--- src/design/apb_pkg.sv ---
// Shared types, constants and helpers for the alpha-over pixel blend unit.
// No dependencies; compiled first.
package apb_pkg;

   localparam int PIX_W      = 8;
   localparam int PROD_W     = 2 * PIX_W;
   localparam int NUM_W      = 3 * PIX_W;
   localparam int DIV_STAGES = PIX_W;
   localparam int LANES      = 3;

   localparam logic [PIX_W-1:0] ALPHA_OPAQUE = 8'd255;
   localparam logic [PIX_W-1:0] ALPHA_CLEAR  = 8'd0;

   typedef logic [PIX_W-1:0]  pixel_type;
   typedef logic [PROD_W-1:0] prod_type;
   typedef logic [NUM_W-1:0]  num_type;

   typedef enum logic {
      DRAW_BLEND     = 1'b0,
      DRAW_OVERWRITE = 1'b1
   } draw_mode_type;

   typedef struct packed {
      pixel_type src_alpha;
      pixel_type src_red;
      pixel_type src_green;
      pixel_type src_blue;
      pixel_type dst_alpha;
      pixel_type dst_red;
      pixel_type dst_green;
      pixel_type dst_blue;
   } req_payload_type;

   typedef struct packed {
      pixel_type out_alpha;
      pixel_type out_red;
      pixel_type out_green;
      pixel_type out_blue;
      logic      write_pixel;
   } rsp_payload_type;

   // floor(s / 255), exact for any 16-bit s whose quotient fits in PIX_W bits (s <= 65279)
   function automatic pixel_type alpha_div255(input prod_type s);
      logic [PROD_W:0] t;
      t = (PROD_W+1)'(s) + (PROD_W+1)'(1) + (PROD_W+1)'(s[PROD_W-1:PIX_W]);
      return t[PROD_W-1:PIX_W];
   endfunction

endpackage

--- src/design/apb_div_pipe.sv ---
// Pipelined restoring divider, one quotient bit per stage.
// Depends on apb_pkg; quotient is assumed to fit in PIX_W bits.
module apb_div_pipe import apb_pkg::*; (
   input  logic      clock,
   input  logic      advance,
   input  num_type   num_in,
   input  prod_type  den_in,
   output pixel_type quo_out
);

   num_type   rem_ff [DIV_STAGES];
   prod_type  den_ff [DIV_STAGES];
   pixel_type quo_ff [DIV_STAGES];

   for (genvar k = 0; k < DIV_STAGES; k++) begin : g_stage
      num_type        rem_prev;
      prod_type       den_prev;
      pixel_type      quo_prev;
      num_type        shifted;
      logic [NUM_W:0] diff;
      logic           take;
      num_type        rem_in;
      pixel_type      quo_in;

      if (k == 0) begin : g_first
         assign rem_prev = num_in;
         assign den_prev = den_in;
         assign quo_prev = '0;
      end else begin : g_next
         assign rem_prev = rem_ff[k-1];
         assign den_prev = den_ff[k-1];
         assign quo_prev = quo_ff[k-1];
      end

      always_comb begin
         shifted = NUM_W'(den_prev) << (DIV_STAGES - 1 - k);
         diff    = {1'b0, rem_prev} - {1'b0, shifted};
         take    = !diff[NUM_W];
         rem_in  = take ? diff[NUM_W-1:0] : rem_prev;
         quo_in  = {quo_prev[PIX_W-2:0], take};
      end

      always_ff @(posedge clock) begin
         if (advance) begin
            rem_ff[k] <= rem_in;
            den_ff[k] <= den_prev;
            quo_ff[k] <= quo_in;
         end
      end
   end

   assign quo_out = quo_ff[DIV_STAGES-1];

endmodule

--- config.mk ---
export PLATFORM = sky130hd
export DESIGN_NAME = apb_div_pipe
export DESIGN_NICKNAME = d
export VERILOG_FILES = /design/src/design/apb_pkg.sv /design/src/design/apb_div_pipe.sv
export SDC_FILE = /design/constraint.sdc
export NUM_CORES = 1
export LEC_CHECK = 0
export BUFFER_PORTS_ARGS = -buffer_cell sky130_fd_sc_hd__buf_4
export CAP_MARGIN = 20
export CORE_MARGIN = 5
export CORE_UTILIZATION = 40
export CTS_CLUSTER_DIAMETER = 50
export DETAILED_ROUTE_END_ITERATION = 10
export GPL_TIMING_DRIVEN = 0
export HOLD_SLACK_MARGIN = 0.1
export PLACE_DENSITY = 0.64
export SLEW_MARGIN = 20
export SYNTH_ARGS = -nofsm -noshare
export SYNTH_HDL_FRONTEND = slang
export SYNTH_SLANG_ARGS = --single-unit
--- constraint.sdc ---
create_clock -name clock -period 3.9 [get_ports clock]
set_clock_uncertainty 0.2 [all_clocks]
set_input_delay 0.78 -clock clock [delete_from_list [all_inputs] [get_ports clock]]
set_output_delay 0.78 -clock clock [all_outputs]
set_load 0.1 [all_outputs]
## Word-level counts from Yosys, hierarchy flattened

Memories as Yosys holds them, arrays and structs flattened.
Index checks and enable logic that the tools add are counted.

- Reduce and logical (&&, ||, !) cells: 8
- Multiplexer cells: 10
- Add/subtract/negate cells: 8

Operators with widths:

| kind | count |
|---|---|
| $mux 24 | 8 |
| $sub 24x16->25 | 1 |
| $sub 24x17->25 | 1 |
| $sub 24x18->25 | 1 |
| $sub 24x19->25 | 1 |
| $sub 24x20->25 | 1 |
| $sub 24x21->25 | 1 |
| $sub 24x22->25 | 1 |
| $sub 24x23->25 | 1 |
| $logic_not 1->1 | 8 |
| $mux 1 | 2 |

- Input bits: 42
- Memories: 3
- RAM bits: 384
- Register bits after elaboration: 0
- Logic and storage cells: 29

Memories:

| memory | words | bits a word | rd ports | clocked after memory_dff | wr ports | line | text |
|---|---|---|---|---|---|---|---|
| rem_ff | 8 | 24 | 7 | 0 | 8 | apb_div_pipe.sv:11 | `num_type rem_ff [DIV_STAGES];` |
| den_ff | 8 | 16 | 7 | 0 | 8 | apb_div_pipe.sv:12 | `prod_type den_ff [DIV_STAGES];` |
| quo_ff | 8 | 8 | 8 | 0 | 8 | apb_div_pipe.sv:13 | `pixel_type quo_ff [DIV_STAGES];` |

## Logic depth before layout (Yosys ltp)

Gate-level depths: netlist of the first run.
An unclocked memory read counts as a cell.

- Word-level depth: 3
- Depth in mapped cells: 13
- Gate-level depth less buffers: 12

## Worst setup path after synthesis of the first run

OpenSTA, ideal clock, no wires.

- Kind: input -> register
- Start point: input port den_in[1]
- End point: memory rem_ff[0][23] in the netlist's numbering, data pin
- Buffers on the path: 1
- Data arrival time: 2890 ps
- Stages on the path: 11
- Setup time: 260 ps
- Setup slack: 550 ps
- Data required time: 3440 ps
- Path through: inv_1 ha_1 nor2b_1 o31a_1 o221a_1 o22a_1 o311a_4 a21oi_2 buf_4 nor2_1 mux2_2

RTL lines:

| what | line | text |
|---|---|---|
| start: declaration | apb_div_pipe.sv:7 | `input prod_type den_in,` |
| end: declaration | apb_div_pipe.sv:11 |  |

==> flow_summary.json, run 1 <==
{
  "multi_input_area_um2": 7070,
  "layout_min_cycle_time_ns": 3.70,
  "clockRootBuffer": "clkbuf_16",
  "peakVddDrop_mv": 0.311,
  "setup.worst_path.start": "rem_ff[0][6]",
  "grt_first_pass_wirelength_um": 55100,
  "gp_congestion": 0.918,
  "rr_worst_depth": 11,
  "path_buf_inv": 3,
  "worstHoldStart": "rem_ff[0][27]",
  "r2r_slack_ns": 0.20,
  "cts_resized": 0,
  "crit_top_cell": "inv_1",
  "max_clock_freq_mhz": 270,
  "die_w_um": 218,
  "crit-reg2reg-launch": "rem_ff[0][6]",
  "slew-limit-headroom": 0.513,
  "grt_pass1_vias": 11556,
  "clk_pin_slew_ns": 0.06,
  "whs_ns": 0.210,
  "dp_hpwl_um": 24800,
  "layout-drive-gt1-share": 0.116,
  "cts.path.max_buffers": 3,
  "critPathSlowestCell": "a31oi_1",
  "ys_seq_area_frac": 0.549,
  "cts_hold_buf": 0,
  "switching_share": 0.313,
  "h-tree-depth": 2,
  "r2r-end": "rem_ff[0][31]",
  "die_h_um": 218,
  "hold_path.class": "flip-flop to flip-flop",
  "p_leak_nw": 8.05,
  "wl_per_cell_um": 14.9,
  "drt-initial-drc-count": 507,
  "critPathRequiredTime_ns": 3.98,
  "synth_nets": 1671,
  "yosysWarnings": 0,
  "synth_cells": 1495,
  "vias_per_cell": 5.04,
  "path_cells": "inv_1 > ha_1 > inv_1 > fa_1 > a21o_1 > a21oi_1 > o21bai_1 > a31oi_1 > o31a_1 > clkbuf_1 > mux2_2",
  "synth_area_per_cell_um2": 11.6,
  "clk_latency_ns": 0.54,
  "netlist_top_cells_area": "edfxtp_1 55%, ha_1 9.2%, inv_1 3.5%",
  "synth.distinct_cells": 79,
  "vias": 11140,
  "grt_max_degree": 94,
  "crit_path_end_kind": "flip-flop",
  "finalHoldViolations": 0,
  "min_path_cells": 0,
  "synth_edf_count": 316,
  "arrival_ns": 3.78,
  "drc": 0,
  "rows": 76,
  "power_density_nw_per_um2": 684,
  "power_frac_comb": 0.324,
  "clock_power_share": 0.300,
  "io_buffers": 49,
  "critical_path.max_stage_delay_ns": 0.49,
  "postRouteAntennaNets": 0,
  "p_sw_w": 0.00429,
  "path_delay_family": "compound AO/OA/AOI/OAI gates",
  "die-area_um2": 47500,
  "finalSetupViolations": 0,
  "critPathKind": "flip-flop to flip-flop",
  "async_flop_share": 0,
  "ys_ff_latch": 316,
  "seq_area_um2": 9490,
  "yosysMostFrequentCell": "edfxtp_1",
  "fillers": 3873,
  "final_net_count": 1768,
  "worstPathMaxFanout": 10,
  "post_cts_buffers": 0,
  "drv_cap": 0,
  "synthToLayoutAreaGrowth_pct": 15.7,
  "antenna_found_initial": 0,
  "slew_viol_final": 0,
  "netlist_top_cells_count": "316 x edfxtp_1, 163 x inv_1, 127 x ha_1, 108 x nand2_1, 106 x a21oi_1",
  "period_share": 0.948,
  "critPathLaunchType": "flip-flop",
  "drtPass1Iterations": 5,
  "numCtsBuffers": 43,
  "cts_tree": "yes",
  "io_pins": 50,
  "synth_top_cell_by_area": "edfxtp_1",
  "n_antenna_cell": 0,
  "yosysTopAreaCellShare": 0.549,
  "start_util": 0.403,
  "core_um2": 42900,
  "rsz0062_at_grt": "no",
  "syn_area_um2": 17300,
  "status": "completed",
  "wirelength_um": 32800,
  "grt-ovfl-total": 0,
  "p_int_w": 0.00939,
  "holdPathEnd": "rem_ff[1][3]",
  "tightest_slew_ns": 0.724,
  "synth-main-ff-cell": "edfxtp_1",
  "seqPwrFrac": 0.376,
  "track_usage": 0.141,
  "clock-sinks": 316,
  "tns_ns": 0
}
## registers in the layout, indices dropped and copies added, names as in the netlist
name,count
quo_ff,36
den_ff,112
rem_ff,168
## cells in the final DEF (no fill, tap or decap), types with 5 or more instances in the layout
| cell type | n |
|---|---|
| edfxtp_1 | 316 |
| inv_1 | 163 |
| ha_1 | 127 |
| nand2_1 | 108 |
| a21oi_1 | 106 |
| o21ai_0 | 100 |
| nor2_1 | 84 |
| xnor2_1 | 56 |
| buf_4 | 50 |
| clkbuf_16 | 45 |
| a21o_1 | 44 |
| xor2_1 | 39 |
| o21a_1 | 33 |
| nor3_1 | 31 |
| mux2_2 | 28 |
| nand3_1 | 24 |
| nand2b_1 | 20 |
| nor2b_1 | 19 |
| clkbuf_1 | 16 |
| o31ai_1 | 14 |
| or3_1 | 10 |
| a31oi_1 | 10 |
| and3_1 | 8 |
| or2_2 | 8 |
| a211oi_1 | 8 |
| bufinv_16 | 8 |
| buf_2 | 7 |
| fa_1 | 7 |
| o211ai_1 | 5 |
| a211o_1 | 5 |
| o21ai_1 | 5 |
| o21bai_1 | 5 |
| nand4_1 | 5 |
| clkinv_4 | 5 |
| clkinv_2 | 5 |
## power groups by stage
stage | Combinational, W | Clock (W) | Sequential (W)
finish | 0.00444 | 0.00411 | 0.00514
global route | 0.00499 | 0.00437 | 0.00522
CTS | 0.00443 | 0.00423 | 0.00514
detailed placement | 0.00439 | 0 | 0.00520
global placement | 0.00431 | 0 | 0.00521
floorplan | 0.00346 | 0 | 0.00508
## area by class of cell
cell class | instances | share of cell area
clock buffer | 49 | 0.0570
tap | 585 | 0.0366
inverter | 165 | 0.0310
buffer | 23 | 0.00550
timing repair buffer | 52 | 0.0229
multi-input combinational | 991 | 0.354
clock inverter | 28 | 0.0191
sequential | 316 | 0.474
## through the flow
stage	cells	worst slack (ns)	cell area [um2]	util	power, W
2_1_floorplan	1495	0.550	17300	-	0.00854
3_3_place_gp	2129	-0.311	18400	0.429	0.00952
3_5_place_dp	2132	-0.0272	18500	0.431	0.00960
4_1_cts	2209	0.182	20000	0.466	0.0138
5_1_grt	2209	0.00927	20000	0.466	0.0146
6_report	2209	0.203	20000	0.466	0.0137
## metal layers
metal  GRT usage  share of wire
met1       0.157           0.41
met2       0.260           0.52
met3      0.0250          0.033
met4      0.0664          0.037
met5           0              0
## worst max-delay path by stage
stage | to | cells after the start
4_1_cts | rem_ff[1][43] | 12
3_3_place_gp | rem_ff[0][20] | 1
3_5_place_dp | rem_ff[0][23] | 12
2_1_floorplan | rem_ff[0][23] | 11
6_report | rem_ff[0][31] | 11
5_1_grt | rem_ff[0][31] | 11
## cell families after synthesis
| family | after synthesis | share of synthesized area |
|---|---|---|
| adders and majority gates | 134 | 0.100 |
| xor gates and xnor gates | 95 | 0.0481 |
| buffers and inverters | 188 | 0.0422 |
| muxes | 33 | 0.0212 |
| DFF | 316 | 0.549 |
| AOI/OAI and AO/OA | 388 | 0.145 |
| and+or+nand+nor | 341 | 0.0944 |
## worst reg2reg max path, stage by stage (launching register included)
cell and delay, ns:
edfxtp_1 0.39, inv_1 0.07, ha_1 0.16, inv_1 0.05, fa_1 0.40, a21o_1 0.18, a21oi_1 0.26, o21bai_1 0.13
a31oi_1 0.49, o31a_1 0.31, clkbuf_1 0.41, mux2_2 0.40
No activity file was read; power rests on OpenSTA's default activity.
==> run 2: changes to the inputs <==
- BUFFER_PORTS_ARGS: -buffer_cell sky130_fd_sc_hd__buf_4 -> default
- DONT_BUFFER_PORTS: default -> 1
- PLACE_DENSITY: 0.64 -> 0.63
==> run 2 against run 1 <==
Net effect: via count down 1.2%; first-iteration DRC count up 6.5%; critical path depth down 1; sequential share of layout area up 0.85 points; flip-flop and latch count unchanged.
==> flow_summary.json, run 2 (synthesis results as in run 1) <==
{
  "place_area_um2": 18000,
  "grt_first_pass_wirelength_um": 54100,
  "slew-limit-headroom": 0.293,
  "grt_pass1_vias": 11347,
  "io_buffers": 0,
  "io_pins": 50,
  "peakVddDrop_mv": 0.311,
  "die_w_um": 218,
  "wirelength_um": 32300,
  "critPathLaunchType": "flip-flop",
  "largest_register_ffs": 168,
  "cts_tree": "yes",
  "drv_cap": 0,
  "rsz0062_at_grt": "no",
  "drt-initial-drc-count": 540,
  "max_clock_freq_mhz": 272,
  "grt_max_degree": 317,
  "critPathRequiredTime_ns": 4.00,
  "postRouteAntennaNets": 0,
  "start_util": 0.403,
  "power_density_nw_per_um2": 676,
  "multi_input_area_um2": 7070,
  "layout_min_cycle_time_ns": 3.68,
  "final_cell_mix": "316 x edfxtp_1, 163 x inv_1, 127 x ha_1",
  "layout-drive-gt1-share": 0.0821,
  "top_register": "rem_ff",
  "clk_pin_slew_ns": 0.06,
  "cts.path.max_buffers": 3,
  "numCtsBuffers": 42,
  "finalHoldViolations": 0,
  "arrival_ns": 3.78,
  "clockRootBuffer": "clkbuf_16",
  "die_h_um": 218,
  "clk_latency_ns": 0.55,
  "layout_commonest_cell": "edfxtp_1",
  "worstPathMaxFanout": 4,
  "core_um2": 42900,
  "drc": 0,
  "final_net_count": 1738,
  "dp_hpwl_um": 23800,
  "design_area_um2": 19700,
  "seq_area_um2": 9490,
  "status": "completed",
  "critPathKind": "flip-flop to flip-flop",
  "synthToLayoutAreaGrowth_pct": 13.7,
  "reg_top3": "rem_ff (168), den_ff (112), quo_ff (36)",
  "hold_path.class": "input port to flip-flop",
  "h-tree-depth": 2,
  "tightest_slew_ns": 1.06,
  "crit_path_end_kind": "flip-flop",
  "slew_viol_final": 0,
  "rows": 76,
  "track_usage": 0.138,
  "drtPass1Iterations": 7,
  "antenna_found_initial": 0,
  "n_antenna_cell": 0,
  "gp_congestion": 0.907,
  "grt-ovfl-total": 0,
  "tns_ns": 0,
  "die-area_um2": 47500,
  "fillers": 3889,
  "vias_per_cell": 5.05,
  "vias": 11008,
  "p_leak_nw": 7.81,
  "wl_per_cell_um": 14.8,
  "clock-sinks": 316,
  "period_share": 0.944,
  "post_cts_buffers": 0,
  "finalSetupViolations": 0
}
## run 2: changes by cell type in the layout (fill, tap and decap cells not counted), moves of 3 or more
cell	change
buf_4	-48
dlygate4sd3_1	+23
clkinv_1	+6
clkinv_4	-4
buf_16	-3
clkbuf_16	-3
## run 2: path summary, 6_finish.rpt
path / endpoint / depth (start not counted) / slack, ns / from
worst max-delay path: rem_ff[1][45] / 10 / 0.22 / den_ff[2][1]
worst max register to register: rem_ff[1][45] / 10 / 0.22 / den_ff[2][1]
worst min register to register: quo_ff[1][22] / 0 / 0.22 / quo_ff[1][13]
worst min-delay path: rem_ff[3][2] / 0 / 0.16 / advance
## run 2: layout make-up
type	count	share of cell area
Buffer	23	0.00560
Timing Repair Buffer	23	0.0117
Tap cell	585	0.0372
Clock buffer	46	0.0542
Clock inverter	31	0.0169
Inverter	165	0.0315
Multi-Input combinational cell	991	0.360
Sequential cell	316	0.483
## run 2: power breakdown
part	total, W	switching (W)	internal (W)
sequential	0.00516	0.000406	0.00475
clock	0.00380	0.00142	0.00238
combinational	0.00433	0.00235	0.00197
## run 2: what timing repair did
| action | 4_1_cts | 5_1_grt |
|---|---|---|
| resized for setup | 0 | 1 |
| setup endpoints to repair | 0 | 2 |
| hold buffers | 23 | 0 |
| hold endpoints to repair | 23 | 0 |
## run 2: routing by layer
metal	vias up	track usage	wire length [um]
met4	0	0.0615	1330
met3	83	0.0328	1450
met5	-	0	0
li1	5604	-	-
met2	212	0.255	16600
met1	5109	0.148	12900
## run 2: worst max-delay path, cell delays in order (launching register included)
cell and delay [ns]:
edfxtp_1 0.44, inv_1 0.08, ha_1 0.22, nor2b_1 0.13
o21a_1 0.18, o21ai_1 0.22, a21oi_1 0.20, a311oi_2 0.51
a21oi_1 0.21, a2111oi_0 0.65, mux2_2 0.40
## run 2: metrics by stage
stage | power (W) | setup slack (ns) | hold slack [ns] | util | cells
after CTS | 0.0134 | 0.132 | 0.154 | 0.458 | 2180
final | 0.0133 | 0.220 | 0.161 | 0.458 | 2180
after floorplan | 0.00854 | 0.550 | 0.200 | - | 1495
after detailed placement | 0.00949 | 0.134 | 0.205 | 0.420 | 2080
after global routing | 0.0142 | 0.0503 | 0.118 | 0.458 | 2180
after global placement | 0.00940 | 0.138 | 0.201 | 0.420 | 2080
==> run 3: changes to the inputs <==
- ABC_AREA: default -> 1
==> run 3 against run 2 <==
Net effect: die area is 17% higher; critical path type unchanged; sequential power is essentially flat; register-to-register slack improved by 0.59 ns; wire length rose by 64%; cell area is 16% higher; sequential share of layout area shrank 6.8 points; combinational power increased by 34%; largest power group is now combinational cells; utilization shrank 0.37 points; first-iteration DRC count up 54%; count of clock-buffer cells in the layout shrank 2; highest routed layer unchanged; critical path depth rose by 3.
==> flow_summary.json, run 3 <==
{
  "vias": 15670,
  "clockRootBuffer": "clkbuf_16",
  "status": "completed",
  "ys_ff_latch": 316,
  "netlist_top_cells_count": "824 x nand2_1, 416 x inv_1, 316 x edfxtp_1, 165 x nor2_1, 149 x nand3_1",
  "finalSetupViolations": 0,
  "clk_pin_slew_ns": 0.05,
  "drt-initial-drc-count": 829,
  "io_buffers": 0,
  "worstPathMaxFanout": 10,
  "grt_pass1_vias": 15972,
  "power.total_w": 0.0148,
  "io_pins": 50,
  "cts.path.max_buffers": 3,
  "dp_hpwl_um": 42400,
  "async_flop_share": 0,
  "arrival_ns": 3.18,
  "grt_max_degree": 317,
  "gp_congestion": 0.953,
  "drc": 0,
  "syn_area_um2": 20400,
  "wirelength_um": 52900,
  "vias_per_cell": 4.86,
  "synth_area_per_cell_um2": 8.33,
  "synth_cells": 2448,
  "postRouteAntennaNets": 0,
  "seq_area_um2": 9490,
  "slew-limit-headroom": 0.405,
  "synth_top_cell_by_area": "edfxtp_1",
  "ys_seq_area_frac": 0.465,
  "peakVddDrop_mv": 0.331,
  "final_cell_mix": "824 x nand2_1, 416 x inv_1, 316 x edfxtp_1",
  "drtPass1Iterations": 4,
  "cts_resized": 0,
  "synthToLayoutAreaGrowth_pct": 12.1,
  "cts_hold_buf": 23,
  "fillers": 4947,
  "yosysTopAreaCellShare": 0.465,
  "grt-ovfl-total": 0,
  "worstHoldStart": "advance",
  "multi_input_area_um2": 9060,
  "h-tree-depth": 2,
  "setup.worst_path.start": "rem_ff[2][2]",
  "start_util": 0.406,
  "clk_latency_ns": 0.57,
  "p_leak_nw": 10.6,
  "hold_path.class": "input port to flip-flop",
  "grt_first_pass_wirelength_um": 84300,
  "critPathKind": "flip-flop to flip-flop",
  "layout-drive-gt1-share": 0.0863,
  "dp_worst_setup_slack_ns": 0.803,
  "final.setup.worst_slack_ns": 0.815,
  "numCtsBuffers": 43,
  "finalHoldViolations": 0,
  "antenna_found_initial": 0,
  "yosysMostFrequentCell": "nand2_1",
  "layout_commonest_cell": "nand2_1",
  "largest_register_ffs": 168,
  "reg_top3": "rem_ff (168), den_ff (112), quo_ff (36)",
  "critPathRequiredTime_ns": 3.99,
  "period_share": 0.791,
  "die_w_um": 236,
  "final_net_count": 2692,
  "synth-main-ff-cell": "edfxtp_1",
  "top_register": "rem_ff",
  "crit_path_end_kind": "flip-flop",
  "synth_nets": 2624,
  "tightest_slew_ns": 0.894,
  "max_clock_freq_mhz": 324,
  "yosysWarnings": 0,
  "crit-reg2reg-launch": "rem_ff[2][2]",
  "layout_min_cycle_time_ns": 3.08,
  "wl_per_cell_um": 16.4,
  "synth_edf_count": 316,
  "die-area_um2": 55600,
  "synth.distinct_cells": 45,
  "drv_cap": 0,
  "post_cts_buffers": 0,
  "critPathLaunchType": "flip-flop",
  "netlist_top_cells_area": "edfxtp_1 47%, nand2_1 15%, ha_1 7.8%",
  "slew_viol_final": 0,
  "tns_ns": 0,
  "whs_ns": 0.157,
  "die_h_um": 236,
  "power_density_nw_per_um2": 646,
  "clock-sinks": 316,
  "cts_tree": "yes",
  "rows": 82,
  "core_um2": 50300,
  "track_usage": 0.189,
  "rsz0062_at_grt": "no"
}
## run 3: routing by layer
| metal | track usage | wire, um | vias up |
|---|---|---|---|
| li1 | - | - | 8042 |
| met1 | 0.211 | 21100 | 7225 |
| met2 | 0.359 | 27500 | 287 |
| met3 | 0.0292 | 2070 | 116 |
| met4 | 0.0744 | 2270 | 0 |
| met5 | 0 | 0 | - |
## run 3: kinds of logic (layout without fill, tap and decap cells)
group                      after synthesis  in the layout  synth area share
xor gates and xnor gates                59             59            0.0253
buffers and inverters                  448            548            0.0901
adders and majority gates              134            134            0.0848
AOI/OAI and AO/OA                      186            186            0.0552
DFF                                    316            316             0.465
other                                    0              1                 0
and+or+nand+nor                       1305           1305             0.279
## run 3: area by class of cell
type / count / area share
Timing Repair Buffer: 23 / 0.0101
Sequential cell: 316 / 0.415
Tap cell: 672 / 0.0368
Clock buffer: 44 / 0.0482
Antenna cell: 1 / 0.000109
Buffer: 20 / 0.00964
Inverter: 428 / 0.0707
Clock inverter: 33 / 0.0128
Multi-Input combinational cell: 1684 / 0.397
## run 3: metrics by stage
stage / cells / utilization / instance area (um2)
6_report: 3221 / 0.455 / 22900
5_1_grt: 3220 / 0.455 / 22900
4_1_cts: 3220 / 0.455 / 22900
3_5_place_dp: 3120 / 0.422 / 21200
3_3_place_gp: 3120 / 0.422 / 21200
2_1_floorplan: 2448 / - / 20400
## run 3: report_power, final
part / switching [W] / leakage, nW / internal [W]
sequential: 0.000497 / 3.06 / 0.00469
combinational: 0.00371 / 6.88 / 0.00208
clock: 0.00152 / 0.676 / 0.00227
## run 3: final timing paths
| kind | endpoint | slack [ns] | cells after the start |
|---|---|---|---|
| worst min-delay path | den_ff[3][1] | 0.16 | 0 |
| worst min register to register | quo_ff[0][18] | 0.22 | 0 |
| worst max register to register | rem_ff[2][47] | 0.82 | 13 |
| worst max-delay path | rem_ff[2][47] | 0.82 | 13 |
## run 3: worst max-delay path: stages (launching register included)
cell      delay, ns
edfxtp_1       0.42
inv_1          0.08
ha_1           0.15
inv_1          0.10
fa_1           0.49
nand3_1        0.13
nand3_2        0.18
nand2_1        0.11
nand2_1        0.18
nand3_2        0.14
nand3_4        0.20
inv_2          0.16
buf_6          0.19
a21oi_2        0.06
